===== src/sv/toc_pkg.sv =====
`timescale 1ns / 1ps
`default_nettype none

package toc_pkg;

   // Counter geometry
   localparam int CountWidthDefault = 48;
   localparam int CountOutWidth     = 48;
   localparam int NumChannels       = 96;
   localparam int CtxPerGroup       = 16;
   localparam int NumBanks          = 3;
   localparam int BankDepth         = 32;
   localparam int BankAddrWidth     = $clog2(BankDepth);
   localparam int BankSelWidth      = $clog2(NumBanks);
   localparam int ChannelWidth      = 7;
   localparam int CtxWidth          = 4;
   localparam int WeightWidth       = 8;
   localparam int ByteWidth         = 8;

   // Special byte values
   localparam logic [ByteWidth-1:0] NewlineByte = 8'h0A;
   localparam logic [ByteWidth-1:0] ByteA       = 8'h41;
   localparam logic [ByteWidth-1:0] ByteC       = 8'h43;
   localparam logic [ByteWidth-1:0] ByteG       = 8'h47;
   localparam logic [ByteWidth-1:0] ByteT       = 8'h54;

   // Action codes
   localparam logic ActFeed = 1'b0;
   localparam logic ActRead = 1'b1;

   // First channel of the A/T centre groups
   localparam logic [ChannelWidth-1:0] AtGroupBase = ChannelWidth'(3 * CtxPerGroup);

   typedef enum logic [2:0] {
      BASE_N = 3'd0,
      BASE_A = 3'd1,
      BASE_C = 3'd2,
      BASE_G = 3'd3,
      BASE_T = 3'd4
   } base_type;

   typedef struct packed {
      logic                    action;
      logic [ByteWidth-1:0]    base_byte;
      logic [WeightWidth-1:0]  weight;
      logic                    restart;
      logic [ChannelWidth-1:0] read_channel;
   } toc_req_type;

   typedef struct packed {
      logic [CountOutWidth-1:0] count;
      logic                     counted;
      logic [CtxWidth-1:0]      context_res;
      logic [ChannelWidth-1:0]  first_channel;
   } toc_rsp_type;

   // Decoded operation handed from the context stage to the counter pipeline
   typedef struct packed {
      logic                     rd;
      logic                     rd_ok;
      logic [BankSelWidth-1:0]  rd_bank;
      logic                     upd;
      logic [BankAddrWidth-1:0] addr;
      logic [WeightWidth-1:0]   weight;
      logic [CtxWidth-1:0]      ctx;
      logic [ChannelWidth-1:0]  first_channel;
   } toc_op_type;

   function automatic base_type byte_to_base(input logic [ByteWidth-1:0] b);
      base_type code;
      case (b)
         ByteA:   code = BASE_A;
         ByteC:   code = BASE_C;
         ByteG:   code = BASE_G;
         ByteT:   code = BASE_T;
         default: code = BASE_N;
      endcase
      return code;
   endfunction

endpackage

`default_nettype wire


===== src/sv/toc_bank.sv =====
`timescale 1ns / 1ps
`default_nettype none

module toc_bank #(
   parameter int COUNT_WIDTH = toc_pkg::CountWidthDefault
) (
   input  wire logic                              clock,
   input  wire logic                              reset,
   input  wire logic                              rd_en,
   input  wire logic [toc_pkg::BankAddrWidth-1:0] rd_addr,
   output logic [COUNT_WIDTH-1:0]                 rd_data,
   input  wire logic                              wr_en,
   input  wire logic [toc_pkg::BankAddrWidth-1:0] wr_addr,
   input  wire logic [COUNT_WIDTH-1:0]            wr_data
);
   import toc_pkg::*;

   logic [COUNT_WIDTH-1:0] mem_ff [BankDepth];
   logic [BankDepth-1:0]   valid_ff;
   logic [BankDepth-1:0]   valid_in;
   logic [COUNT_WIDTH-1:0] rd_word_ff;
   logic                   rd_hit_ff;

   // Mark an entry as holding a real count once written
   always_comb begin
      valid_in = valid_ff;
      if (wr_en) begin
         valid_in[wr_addr] = 1'b1;
      end
   end

   always_ff @(posedge clock) begin
      if (reset) begin
         valid_ff  <= '0;
         rd_hit_ff <= 1'b0;
      end else begin
         valid_ff <= valid_in;
         if (rd_en) begin
            rd_hit_ff <= valid_ff[rd_addr];
         end
      end
   end

   // Write port and registered read port
   always_ff @(posedge clock) begin
      if (wr_en) begin
         mem_ff[wr_addr] <= wr_data;
      end
      if (rd_en) begin
         rd_word_ff <= mem_ff[rd_addr];
      end
   end

   // Unwritten entries read as zero
   assign rd_data = rd_hit_ff ? rd_word_ff : '0;

endmodule

`default_nettype wire


===== config.mk =====
export PLATFORM = sky130hd
export DESIGN_NAME = toc_bank
export DESIGN_NICKNAME = d
export VERILOG_FILES = /design/src/sv/toc_pkg.sv /design/src/sv/toc_bank.sv
export SDC_FILE = /design/constraint.sdc
export NUM_CORES = 1
export LEC_CHECK = 0
export BUFFER_PORTS_ARGS = -buffer_cell sky130_fd_sc_hd__buf_2
export CORE_MARGIN = 2
export CORE_UTILIZATION = 56
export CTS_CLUSTER_DIAMETER = 30
export CTS_CLUSTER_SIZE = 12
export DETAILED_ROUTE_END_ITERATION = 6
export PLACE_DENSITY_LB_ADDON = 0.15
export SYNTH_ARGS = -nofsm -noshare
export SYNTH_HDL_FRONTEND = slang
export SYNTH_SLANG_ARGS = --single-unit

===== constraint.sdc =====
create_clock -name clock -period 3.2 [get_ports clock]
set_clock_uncertainty 0.15 [all_clocks]
set_input_delay 0.16 -clock clock [delete_from_list [all_inputs] [get_ports clock]]
set_output_delay 0.16 -clock clock [all_outputs]
set_load 0.005 [all_outputs]

After elaboration in Yosys (flattened, before gate mapping)
Memory sizes are Yosys's and may differ from the RTL's. A register that Yosys moved wholly into a read port is not among the register bits. Index checks and enable logic that the tools add are counted.

Reduce and logical (&&, ||, !) cells: 1. Bitwise gates (word level): 1. Muxes and demuxes: 7. Magnitude comparators: 3.

Operators with widths (count): 2-to-1 mux 48 bit (1); OR 32 bit (1); < comparator 5 x 6 -> 1 bit, second input constant (2); binary-select mux 1 bit (select 5 bit) (1); demux 1 bit (select 5 bit) (1); greater-or-equal comparator 5 x 1 -> 1 bit, second input constant (1); 2-to-1 mux 1 bit (4); logical AND 1 bit (1).

Bits in writable memories: 1536. Memories kept: 1. Output and inout port bits: 48. Bits of input ports: 62. Register bits after elaboration: 33.

Memories: mem_ff (depth 32, bits a word 48, read ports 1, clocked after Yosys merged registers in 1, write ports 1, line toc_bank.sv:18) `logic [COUNT_WIDTH-1:0] mem_ff [BankDepth];`.

Depth between registers and ports, before layout
Depth after elaboration: 5. Mapped depth: 9.

Least setup slack after synthesis
No wires, ideal clock.

Kind: input-to-reg. Start: input wr_addr[0] (netlist name). End: memory mem_ff[12][0] (netlist name) (enable). Required time: 2.595 ns. Setup slack: -0.270 ns. Stages: 3. Arrival: 2.865 ns. Path buffers: 1. Path through: or3b_2 > clkbuf_1 > nor2_1.

RTL lines: from (decl) (line toc_bank.sv:13) `input wire logic [toc_pkg::BankAddrWidth-1:0] wr_addr,`; to (decl) (line toc_bank.sv:18).

No word-level cell before the write port.

Worst setup path after layout
Start: register rd_hit_ff. End: output rd_data[31].

Longest elaborated chain between the ends: 1.

RTL lines: from (decl) (line toc_bank.sv:22) `logic rd_hit_ff;`; from (signal assigned) (line toc_bank.sv:39) `rd_hit_ff <= valid_ff[rd_addr];`; 2-to-1 mux 48 bit (line toc_bank.sv:55) `assign rd_data = rd_hit_ff ? rd_word_ff : '0;`; to (decl) (line toc_bank.sv:11) `output logic [COUNT_WIDTH-1:0] rd_data,`.

No other way between the ends.

==> run metrics <==
post-DP HPWL between 70000 and 80000 um; GRT Util Overall 0.270; vias per cell 6.36; Cells after DPL 3991; Pwr Total 57.5 mW; status completed; global-route wire length before repair 212000 um; Ports 110; Yosys Warn Count 0; gr ovfl total 0; Static Leakage 24.8 nW; synthesis-stage register bit count about 1600; RR Startpoint mem_ff[8][4]; r2r worst-path depth 3; most common cell after layout, fill and taps aside edfxtp_1; Initial Util 0.563; Post-synth ARST share 0; synthesized area about 61000 um^2; crit share post-route 0.857; Setup CP Type reg2out; Layout area overhead 23.9%; Clk Latency, worst-skew pair around 0.86 ns; number of fill cells in the layout 6381; H-tree depth 5; crit path DAT between 2 and 2.5 ns; syn avg cell area 24.8 um^2; Synth Flop Type edfxtp_1; vias in the first global route ~31000; multi-input logic area ~13000 um^2; Slew Viols, Final 0; initial antenna violation count 3; FF-to-FF setup slack about 1.1 ns; root buffer cell clkbuf_16; Sink Count approximately 1600; FF/Latch Area approximately 48000 um^2; Post-synth EDFFs ~1600; final setup vio count 0; hold endpoint rd_word_ff[41]; Tmin final 2.74 ns; drt wl/cell 32.0 um; hold_sp rd_addr[3]; die area roughly 110000 um^2; worst r2r dst rd_word_ff[4]; endpoints failing hold 0; cell count after synthesis between 2000 and 2500; TNS Setup 0 ns; post-route cell area between 70000 and 80000 um^2; max-cap violations 0; Initial DRC Count ~3500; largest net degree at the start of global routing 102; via count between 20000 and 30000; Crit. End Element primary output; CTS max path bufs 4; Core Box Area approximately 110000 um^2; Netlist cell types 24; layout cells sized above 1 0.403; fmax around 360 MHz; Port Buffers between 100 and 150; CP max FO 22; DRT Pass-1 Iters 5; Placed Area between 60000 and 70000 um^2; clock transition at the registers of the reported paths about 0.05 ns; HP Class in2reg; Cell Count, Final, Fillers Out between 4000 and 5000; RSZ-0062 raised after global routing no; PD cells around 760 nW/um^2; largest vdd supply drop 0.685 mV; slew margin rel. 0.320; worst slew pin tran between 1 and 1.5 ns; CTS Buf Count between 300 and 400; Hold Crit Depth 3; Die W approximately 330 um; commonest cells after routing, fill and taps aside edfxtp_1, mux4_2, clkbuf_16; nets@finish approximately 3000; fin util 0.697; Post-Route WL approximately 150000 um; Post-DRT Antenna Nets 0; Placer Congestion 0.755; sequential-to-total area share from yosys stat 0.788; die outline height between 300 and 400 um; drc violations 0; CTS tree yes; CP Launch Type flop; Rows between 100 and 150; Req. time, crit path around 2.9 ns; Post-Syn Nets about 2500
==> worst max-delay path by stage <==
stage,endpoint,cells after the start,from
2_1_floorplan,mem_ff[12][0],3,wr_addr[0]
3_3_place_gp,rd_word_ff[33],6,rd_addr[0]
3_5_place_dp,rd_word_ff[33],6,rd_addr[0]
4_1_cts,rd_data[31],3,rd_hit_ff
5_1_grt,rd_data[31],3,rd_hit_ff
6_report,rd_data[31],3,rd_hit_ff
==> layout make-up <==
| cell class | count | share of cell area |
|---|---|---|
| Antenna cell | 1 | 0.0000330 |
| Clock buffer | 354 | 0.107 |
| Clock inverter | 192 | 0.0291 |
| Multi-Input combinational cell | 727 | 0.167 |
| Sequential cell | 1617 | 0.636 |
| Tap cell | 1414 | 0.0233 |
| Timing Repair Buffer | 296 | 0.0379 |
==> report_power, final <==
| group | switching, mW | total, mW | internal (mW) |
|---|---|---|---|
| logic | 1.12 | 2.12 | 1.00 |
| clock network | 10.4 | 31.7 | 21.2 |
| registers | 0.106 | 23.7 | 23.6 |
| total | 11.7 | 57.5 | 45.9 |
==> what timing repair did <==
item,CTS,global route
gates resized for setup,0,0
endpoints found under the setup margin,0,0
setup buffers,0,0
hold endpoints to repair,1671,0
hold buffers,63,0
==> flip-flops by register name, summed over array words and instances (netlist names) <==
signal	count
mem_ff	1536
rd_word_ff	48
valid_ff	32
rd_hit_ff	1
==> cells by family after synthesis <==
group	share of synthesized area
AOI/OAI and AO/OA	0.00100
muxes	0.188
and+or+nand+nor	0.0136
DFF	0.788
buffers and inverters	0.00957
==> cells in the mapped netlist, types with 3 or more instances <==
| cell type | n | share of area |
|---|---|---|
| mux2_2 | 48 | 0.0088 |
| nand3b_1 | 5 | 0.00061 |
| clkbuf_1 | 70 | 0.0043 |
| edfxtp_1 | 1584 | 0.78 |
| mux2i_1 | 16 | 0.0026 |
| mux4_2 | 480 | 0.18 |
| dfxtp_1 | 33 | 0.011 |
| nor2_1 | 99 | 0.0061 |
| buf_1 | 6 | 0.00037 |
| or3b_2 | 3 | 0.00043 |
| buf_4 | 10 | 0.0012 |
| a21oi_1 | 3 | 0.00025 |
| nand2_1 | 6 | 0.00037 |
| buf_2 | 36 | 0.0029 |
| buf_6 | 4 | 0.00074 |
| a22oi_1 | 4 | 0.00049 |
| nand3_1 | 6 | 0.00049 |
| and2_1 | 49 | 0.0050 |
==> metrics by stage <==
stage               hold slack [ns]  setup slack [ns]
floorplan                     0.109            -0.270
global placement              0.301             0.528
detailed placement            0.310             0.475
CTS                          0.0353             0.387
global route                 0.0554             0.358
finish                       0.0509             0.456
==> layer usage <==
layer | vias to the layer above | global-route usage | wire length, um
met5 | - | 0 | 23
met1 | 15696 | 0.381 | 57800
li1 | 11723 | - | -
met2 | 1578 | 0.424 | 72300
met4 | 4 | 0.0846 | 3480
met3 | 279 | 0.0660 | 13700
==> worst max-delay path: stages, from the launching register on <==
cell	delay [ns]
dfxtp_2	0.90
buf_4	0.38
and2_1	0.17
buf_2	0.11
No activity file was read; power rests on OpenSTA's default activity.
