[src/sv/toc_pkg.sv]
`timescale 1ns / 1ps
`default_nettype none

package toc_pkg;

   // Counter geometry
   localparam int CountWidthDefault = 48;
   localparam int CountOutWidth     = 48;
   localparam int NumChannels       = 96;
   localparam int CtxPerGroup       = 16;
   localparam int NumBanks          = 3;
   localparam int BankDepth         = 32;
   localparam int BankAddrWidth     = $clog2(BankDepth);
   localparam int BankSelWidth      = $clog2(NumBanks);
   localparam int ChannelWidth      = 7;
   localparam int CtxWidth          = 4;
   localparam int WeightWidth       = 8;
   localparam int ByteWidth         = 8;

   // Special byte values
   localparam logic [ByteWidth-1:0] NewlineByte = 8'h0A;
   localparam logic [ByteWidth-1:0] ByteA       = 8'h41;
   localparam logic [ByteWidth-1:0] ByteC       = 8'h43;
   localparam logic [ByteWidth-1:0] ByteG       = 8'h47;
   localparam logic [ByteWidth-1:0] ByteT       = 8'h54;

   // Action codes
   localparam logic ActFeed = 1'b0;
   localparam logic ActRead = 1'b1;

   // First channel of the A/T centre groups
   localparam logic [ChannelWidth-1:0] AtGroupBase = ChannelWidth'(3 * CtxPerGroup);

   typedef enum logic [2:0] {
      BASE_N = 3'd0,
      BASE_A = 3'd1,
      BASE_C = 3'd2,
      BASE_G = 3'd3,
      BASE_T = 3'd4
   } base_type;

   typedef struct packed {
      logic                    action;
      logic [ByteWidth-1:0]    base_byte;
      logic [WeightWidth-1:0]  weight;
      logic                    restart;
      logic [ChannelWidth-1:0] read_channel;
   } toc_req_type;

   typedef struct packed {
      logic [CountOutWidth-1:0] count;
      logic                     counted;
      logic [CtxWidth-1:0]      context_res;
      logic [ChannelWidth-1:0]  first_channel;
   } toc_rsp_type;

   // Decoded operation handed from the context stage to the counter pipeline
   typedef struct packed {
      logic                     rd;
      logic                     rd_ok;
      logic [BankSelWidth-1:0]  rd_bank;
      logic                     upd;
      logic [BankAddrWidth-1:0] addr;
      logic [WeightWidth-1:0]   weight;
      logic [CtxWidth-1:0]      ctx;
      logic [ChannelWidth-1:0]  first_channel;
   } toc_op_type;

   function automatic base_type byte_to_base(input logic [ByteWidth-1:0] b);
      base_type code;
      case (b)
         ByteA:   code = BASE_A;
         ByteC:   code = BASE_C;
         ByteG:   code = BASE_G;
         ByteT:   code = BASE_T;
         default: code = BASE_N;
      endcase
      return code;
   endfunction

endpackage

`default_nettype wire

[src/sv/toc_context.sv]
`timescale 1ns / 1ps
`default_nettype none

module toc_context (
   input  wire logic                 clock,
   input  wire logic                 reset,
   input  wire logic                 accept,
   input  wire toc_pkg::toc_req_type req,
   output toc_pkg::toc_op_type       op
);
   import toc_pkg::*;

   base_type left_ff, left_in;
   base_type middle_ff, middle_in;
   base_type l, m, r;
   logic     is_newline;
   logic     full_triplet;
   logic     at_centre;
   logic [2:0] grp;

   always_comb begin
      // Start from the current context, cleared on region restart
      l = req.restart ? BASE_N : left_ff;
      m = req.restart ? BASE_N : middle_ff;
      r = byte_to_base(req.base_byte);
      is_newline   = (req.base_byte == NewlineByte);
      full_triplet = (l != BASE_N) && (m != BASE_N) && (r != BASE_N);
      at_centre    = (m == BASE_A) || (m == BASE_T);
      grp          = req.read_channel[ChannelWidth-1 -: 3];

      left_in   = left_ff;
      middle_in = middle_ff;
      op        = '0;
      op.weight = req.weight;

      if (req.action == ActRead) begin
         // Locate the bank and row of the requested channel
         op.rd    = 1'b1;
         op.rd_ok = (req.read_channel < ChannelWidth'(NumChannels));
         op.addr  = {(grp >= 3'd3), req.read_channel[CtxWidth-1:0]};
         case (grp)
            3'd1, 3'd4: op.rd_bank = BankSelWidth'(1);
            3'd2, 3'd5: op.rd_bank = BankSelWidth'(2);
            default:    op.rd_bank = BankSelWidth'(0);
         endcase
      end else begin
         left_in   = l;
         middle_in = m;
         if (!is_newline) begin
            // Shift the new base in
            left_in   = m;
            middle_in = r;
            if (full_triplet) begin
               op.upd = 1'b1;
               if ((m == BASE_C) || (m == BASE_T)) begin
                  op.ctx = {2'(l - BASE_A), 2'(r - BASE_A)};
               end else begin
                  op.ctx = {2'(BASE_T - r), 2'(BASE_T - l)};
               end
               op.addr          = {at_centre, op.ctx};
               op.first_channel = at_centre ? (AtGroupBase + ChannelWidth'(op.ctx))
                                            : ChannelWidth'(op.ctx);
            end
         end
      end
   end

   // Hold the two previous bases
   always_ff @(posedge clock) begin
      if (reset) begin
         left_ff   <= BASE_N;
         middle_ff <= BASE_N;
      end else if (accept) begin
         left_ff   <= left_in;
         middle_ff <= middle_in;
      end
   end

endmodule

`default_nettype wire

[config.mk]
export PLATFORM = sky130hd
export DESIGN_NAME = toc_context
export DESIGN_NICKNAME = d
export VERILOG_FILES = /design/src/sv/toc_pkg.sv /design/src/sv/toc_context.sv
export SDC_FILE = /design/constraint.sdc
export NUM_CORES = 1
export LEC_CHECK = 0
export BUFFER_PORTS_ARGS = -buffer_cell sky130_fd_sc_hd__buf_2
export CORE_AREA = 2 2 41 53
export CTS_CLUSTER_SIZE = 28
export DETAILED_ROUTE_END_ITERATION = 6
export DIE_AREA = 0 0 43 55
export PLACE_DENSITY = 0.81
export SETUP_SLACK_MARGIN = 0.02
export SYNTH_ARGS = -nofsm -noshare
export SYNTH_HDL_FRONTEND = slang
export SYNTH_SLANG_ARGS = --single-unit
[constraint.sdc]
create_clock -name clock -period 4.3 [get_ports clock]
set_input_delay 0.43 -clock clock [delete_from_list [all_inputs] [get_ports clock]]
set_output_delay 0.43 -clock clock [all_outputs]
set_load 0.01 [all_outputs]
# Word level (Yosys, flattened, before mapping)
# Cells that the tools add are included.
# totals
out_inout_bits	29
ff_bits	6
in_bits	28
# classes
order_cmp	2
reduce_logical	10
mux	19
n_eq_ne	12
add_sub_neg	5
bitwise	1
# ops
cell	count
11-bit 2-to-1 mux	3
8-bit by 7-bit equality test with 1-bit output (second input constant)	4
4-bit 2-to-1 mux	5
3-bit 2-to-1 mux	4
6-bit 2-to-1 mux	2
3-bit case mux with 4 select lines	1
3-bit equality test (second input constant)	3
3-bit nonzero test	3
8-bit by 4-bit equality test with 1-bit output (second input constant)	1
6-bit by 4-bit adder with 7-bit output (first input constant)	1
7-bit less-than comparator (second input constant)	1
7-bit 2-to-1 mux	1
3-bit by 1-bit equality test with 1-bit output (second input constant)	2
3-bit by 2-bit equality test with 1-bit output (second input constant)	2
5-bit 2-to-1 mux	1
2-bit case mux with 2 select lines	1
2-bit OR reduction	2
1-bit by 2-bit subtractor with 2-bit output (first input constant)	2
2-bit by 1-bit subtractor with 2-bit output (second input constant)	2
3-bit by 2-bit greater-or-equal comparator with 1-bit output (second input constant)	1
1-bit logical AND	2
1-bit logical OR	2
2-bit AND reduction	1
1-bit 2-to-1 mux	1
1-bit inverter	1

# Depth between registers and ports, before layout
# Gate-level depths: netlist of the first run.
# logic_depth
depth_word	12
ltp_mapped	9
mapped_depth_nobuf	7

# Least setup slack after synthesis of the first run
# OpenSTA, ideal clock, no wires.
# synth_timing
path_type	input-to-output
startpoint	input req[21] (netlist name)
endpoint	output op[5] (netlist name)
arrival_ps	2359
t_required_ps	3870
path_slack_ps	1511
path_stages	9
cell_sequence	or4b_4 -> nor3_1 -> inv_1 -> ha_1 -> inv_1 -> o211ai_1 -> buf_4 -> nor4_4 -> buf_4
# synth_lines
item	line	text
start: declaration	toc_context.sv:8	input wire toc_pkg::toc_req_type req,
end: declaration	toc_context.sv:9	output toc_pkg::toc_op_type op

==> flow_summary.yaml, run 1 <==
clocking:
  clk_path_buf_depth: 2
  cts_tree: "done"
  htreeDepth: 1
  clock_latency_ns: 0.24
  clk_pin_slew_ns: 0.04
  post-cts-setup-buffers: 0
  cts_hold_buf: 0
  cts_buffers: 3
  cts_resized: 0
  clock-sinks: 6
  cts-root-buf: "clkbuf_4"
synth:
  yosys.area.top_type: "dfxtp_1"
  synth_ff_type: "dfxtp_1"
  yosysWarnings: 0
  synth_top_area_share_pct: 16.67
  synth_nets: 122
  synth_seq_cells: 6
  yosys-top-cells-area: "dfxtp_1 (17%), buf_4 (17%), nor4_4 (5.9%)"
  synthArstFlopShare_pct: 0
  synth_edf_count: 0
  netlist_instances: 92
  post_synth_num_cell_types: 35
  avgSynthCellArea_sq_um: 7.834
  synth_area_sq_um: 720.7
  seq_area_frac_synth_pct: 16.67
worst_setup_path:
  critPathArrivalTime_ns: 2.86
  cp_slowest_cell: "or4b_4"
  critPathCaptureType: "primary output"
  worst_ep_required_time_ns: 3.87
  r2r-start: "middle_ff[1]"
  critPathMaxFanout: 11
  path_cells: "buf_2, or4b_4, nor3_1, inv_1, ha_1, inv_1, o211ai_1, o41ai_1, buf_2"
  crit_start: "req[21]"
  cpPeakStageDelay_ns: 0.56
  worst_setup_path_start_kind: "input pin"
  crit_type: "in -> out"
drt:
  highest_layer: "met3"
  wire_per_inst_um: 11.08
  dr.pass1.iters: 4
  route.detailed.drc: 0
  dr.first_iter.drc_count: 11
  viasPerCell: 5.272
  final_antenna_net_count: 0
  dr_total_vias: 717
  drt-met1-wl_um: 534
  met2_length_um: 841
  wl_um: 1507
  route.met3.wl_um: 131
power_and_ir_drop:
  p_int_mw: 0.1036
  p_sw_share_pct: 26.11
  p_switching_mw: 0.03662
  seqPwrFrac_pct: 39.9
  pwr_density_cell_nw_per_um2: 167.8
  comb_power_share_pct: 25.1
  vdd_ir_drop_max_mv: 0.1263
  total_power_mw: 0.1402
  power_frac_clock_pct: 35.0
  p_leak_nw: 0.3983
global_route:
  grt_pass1_vias: 638
  groute.usage.overall_pct: 13.60
  grt_max_degree: 12
  grt.overflow.total: 0
  antenna_found_initial: 0
  grt_pass1_wl_um: 2442
floorplan:
  io_pins: 57
  row_count: 18
  die-width_um: 43
  core_sq_um: 1892
  die_y_um: 55
  dieArea_sq_um: 2365
  start_util_pct: 38.10
placed_design:
  dp_hpwl_um: 1345
  pre_cts_ws_ns: 1.031
  place_congestion: 0.7694
  portBuffers: 39
sta:
  fin_crit_ns: 3.286
  worstMarginPinSlew_ns: 0.8944
  fmaxAchievable_mhz: 304.4
  finClkSkew_ns: 0.003047
  setup_viol: 0
  slew_headroom_pct: 40.11
  hold_slack_ns: 0.4100
  rsz0062_at_grt: "no"
  timing.final.crit_share_pct: 76.41
  setup_tns_ns: 0
  finalHoldViolCount: 0
  fin_ws_ns: 1.014
  slew_viol_final: 0
cells_and_area:
  layout-drive-gt1-share_pct: 43.97
  final_common_cell: "buf_2"
  antenna_cells: 0
  final_cell_mix: "buf_2 (39), nand2_1 (10), nor2_1 (9)"
  layout.nets: 148
  area_growth_pct: 15.97
hold_path:
  worstHoldStart: "reset"
  worstHoldPathType: "in -> reg"
run:
  drv_cap: 0
status:
  status: "finished, final reports clean"
==> path summary, 6_finish.rpt <==
check / to / slack (ns) / cells past startpoint
setup reg to reg: left_ff[1] / 3.50 / 2
hold / removal: left_ff[2] / 0.41 / 2
setup / recovery: op[23] / 1.01 / 9
hold reg to reg: left_ff[2] / 0.50 / 2
==> synthesized netlist by cell type (2+ instances only) <==
library cell and instances:
nand2b_1 2, buf_4 16, a22oi_1 3, nor3_1 2
a22o_1 2, inv_1 6, a21boi_0 2, ha_1 2
mux2_2 2, nor4_4 2, xnor2_1 3, o21ai_0 2
nand2_1 10, mux2i_1 2, nor2_1 9, clkbuf_1 2
dfxtp_1 6, o21ai_2 2
==> sequential cells by signal (all words and copies together) (netlist names) <==
| signal | cells |
|---|---|
| middle_ff | 3 |
| left_ff | 3 |
==> through the flow <==
step / utilization (%) / area (sq um) / std cells
after floorplan: - / 720.7 / 92
after global placement: 42.99 / 813.3 / 133
after detailed placement: 42.99 / 813.3 / 133
after CTS: 44.18 / 835.8 / 136
after global routing: 44.18 / 835.8 / 136
final: 44.18 / 835.8 / 136
==> kinds of logic after synthesis <==
kind of cell / count (synthesis) / synth area share, %
compound gates: 18 / 19.62
xor+xnor: 4 / 4.862
fa+ha+maj: 2 / 3.472
buf+inv: 24 / 20.83
flops: 6 / 16.67
mux: 4 / 5.903
other cells: 1 / 0.5203
simple gates: 33 / 28.13
==> area by class of cell <==
| cell class | instances | area, sq um |
|---|---|---|
| sequential | 6 | 120.1 |
| inverter | 6 | 22.52 |
| clock buffer | 3 | 22.52 |
| multi-input combinational | 62 | 450.4 |
| fill | 197 | 1056 |
| tap | 20 | 25.02 |
| timing repair buffer | 39 | 195.2 |
==> worst max-delay path: cells and delay by family <==
family | cells | cell delay, ns
buffers and inverters | 4 | 0.43
and+or+nand+nor | 2 | 1.00
AOI/OAI and AO/OA | 2 | 0.78
adders and majority gates | 1 | 0.21
==> power by group through the flow <==
stage	Clock (mW)	Sequential (mW)	Combinational, mW
after global placement	0	0.0569	0.0342
after floorplan	0	0.0569	0.0256
after CTS	0.0527	0.0560	0.0355
after detailed placement	0	0.0570	0.0354
after global routing	0.0550	0.0559	0.0388
final	0.0490	0.0560	0.0352
==> layer usage <==
| layer | vias up | track usage [%] |
|---|---|---|
| met2 | 31 | 28.03 |
| met5 | - | 0 |
| li1 | 353 | - |
| met4 | 0 | 9.091 |
| met3 | 0 | 2.273 |
| met1 | 333 | 12.06 |
Power figures use the tool's default switching activity.
==> inputs of run 2 (changes only) <==
Settings changed: ABC_AREA set to 1, CORE_AREA 2 2 41 53 to 2 2 47 60, DIE_AREA 0 0 43 55 to 0 0 49 62, PLACE_DENSITY 0.81 to 0.74.
Clock period 4.3 ns to 3 ns, I/O delays scaled along.
==> flow_summary.yaml, run 2 <==
clocking:
  htreeDepth: 1
  cts_tree: "done"
  post-cts-setup-buffers: 0
  cts_resized: 0
  cts_hold_buf: 0
  cts_buffers: 3
  clock-sinks: 6
  cts-root-buf: "clkbuf_4"
  clk_path_buf_depth: 2
  clk_pin_slew_ns: 0.04
  clock_latency_ns: 0.24
worst_setup_path:
  critPathCaptureType: "primary output"
  worst_ep_required_time_ns: 2.70
  crit_type: "reg -> out"
  critPathMaxFanout: 6
  worst_setup_path_start_kind: "flip-flop"
  worst-r2r-cell-count: 4
  critPathArrivalTime_ns: 1.70
power_and_ir_drop:
  p_leak_nw: 0.6935
  vdd_ir_drop_max_mv: 0.1448
  pwr_density_cell_nw_per_um2: 233.5
placed_design:
  portBuffers: 39
  place_congestion: 0.8046
  dp_hpwl_um: 1552
synth:
  synth_ff_type: "dfxtp_1"
  yosys.area.top_type: "nand2_1"
  synth_top_area_share_pct: 18.62
  synth_seq_cells: 6
  synth_common_cells: "nand2_1 (44), inv_1 (33), nor2_1 (16)"
  avgSynthCellArea_sq_um: 5.510
  yosys-top-cells-area: "nand2_1 (19%), inv_1 (14%), dfxtp_1 (14%)"
  seq_area_frac_synth_pct: 13.54
  synth_nets: 191
  synth.most_common_cell: "nand2_1"
  post_synth_num_cell_types: 25
  synth_edf_count: 0
  netlist_instances: 161
  synth_area_sq_um: 887.1
  yosysWarnings: 0
  synthArstFlopShare_pct: 0
sta:
  setup_tns_ns: 0
  finClkSkew_ns: 0.0005946
  setup_viol: 0
  rsz0062_at_grt: "no"
  fmaxAchievable_mhz: 500.4
  fin_crit_ns: 1.999
  slew_viol_final: 0
  timing.final.crit_share_pct: 66.62
  hold_slack_ns: 0.3564
  finalHoldViolCount: 0
floorplan:
  core_sq_um: 2549
  row_count: 21
  io_pins: 57
  die_y_um: 62
  die-width_um: 49
  dieArea_sq_um: 3038
  start_util_pct: 34.81
run:
  drv_cap: 0
cells_and_area:
  fill_cells: 309
  multiInputGateArea_sq_um: 511.7
  area_growth_pct: 16.08
  seqCellArea_sq_um: 120.1
  antenna_cells: 0
  reg_top3: "left_ff (3), middle_ff (3)"
  final_common_cell: "nand2_1"
  layout.nets: 219
  layout-drive-gt1-share_pct: 31.02
  final_cell_mix: "nand2_1 (44), buf_2 (39), inv_1 (33)"
  final_core_util_pct: 40.40
hold_path:
  hold_depth: 4
  worstHoldPathType: "in -> reg"
global_route:
  grt.overflow.total: 0
  grt_max_degree: 11
  grt_pass1_wl_um: 3091
  grt_pass1_vias: 812
  groute.usage.overall_pct: 12.83
  antenna_found_initial: 0
drt:
  final_antenna_net_count: 0
  wl_um: 1727
  wire_per_inst_um: 7.814
  dr.first_iter.drc_count: 8
  dr.pass1.iters: 4
  viasPerCell: 4.190
  dr_total_vias: 926
  route.detailed.drc: 0
status:
  status: "finished, final reports clean"
[run 2: cell types whose count changed after synthesis, sizes merged, moves of 3 or more]
cell	delta
inv	+30
nor2	+10
a21oi	+5
nor4	-3
a22oi	-3
nand2	+42
o21ai	+6
nand3	+9
xnor2	-3
[run 2: kinds of logic after synthesis]
logic type | synth area share, %
buffers and inverters | 28.77
and+or+nand+nor | 43.72
DFF | 13.54
other | 0.4227
adders and majority gates | 2.820
AOI/OAI and AO/OA | 10.72
[run 2: critical path, cell delays in order (launching register included)]
cell and delay, ns:
dfxtp_1 0.30, inv_1 0.04, nor2_1 0.16, inv_1 0.08, ha_1 0.21, a21oi_2 0.15
nand3_2 0.10, nor2_4 0.14, nand2_1 0.09, inv_1 0.06, buf_2 0.12
[run 2: worst paths after layout]
check	startpoint	endpoint	slack [ns]
worst max-delay path	left_ff[0]	op[1]	1.00
worst min-delay path	reset	left_ff[0]	0.36
worst max register to register	middle_ff[0]	middle_ff[0]	2.16
worst min register to register	left_ff[1]	left_ff[1]	0.53
[run 2: per-stage QoR]
stage | worst slack [ns] | cell area (sq um) | cells | total power, mW
6_report | 1.001 | 1030 | 221 | 0.2404
5_1_grt | 0.8022 | 1030 | 221 | 0.2662
4_1_cts | 0.9775 | 1030 | 221 | 0.2466
3_5_place_dp | 1.034 | 1007 | 218 | 0.1712
3_3_place_gp | 1.029 | 1007 | 218 | 0.1704
2_1_floorplan | 1.179 | 887.1 | 161 | 0.1550
[run 2: final cells by class]
class,instances,share of cell area (%)
Sequential cell,6,11.66
Inverter,36,13.37
Multi-Input combinational cell,103,49.70
Timing Repair Buffer,39,18.95
Tap cell,34,4.131
Clock buffer,3,2.187
[run 2: metal layers]
| layer | vias up | track usage (%) | share of wire [%] |
|---|---|---|---|
| li1 | 518 | - | - |
| met2 | 28 | 25.64 | 50 |
| met3 | 4 | 2.392 | 5.8 |
| met5 | - | 0 | 0 |
| met4 | 0 | 6.939 | 1.4 |
| met1 | 376 | 12.88 | 42 |
[run 2: report_power, final]
group / total [mW] / internal, mW / switching, mW
combinational: 0.0804 / 0.0334 / 0.0470
clock: 0.0715 / 0.0451 / 0.0264
sequential: 0.0885 / 0.0848 / 0.00369
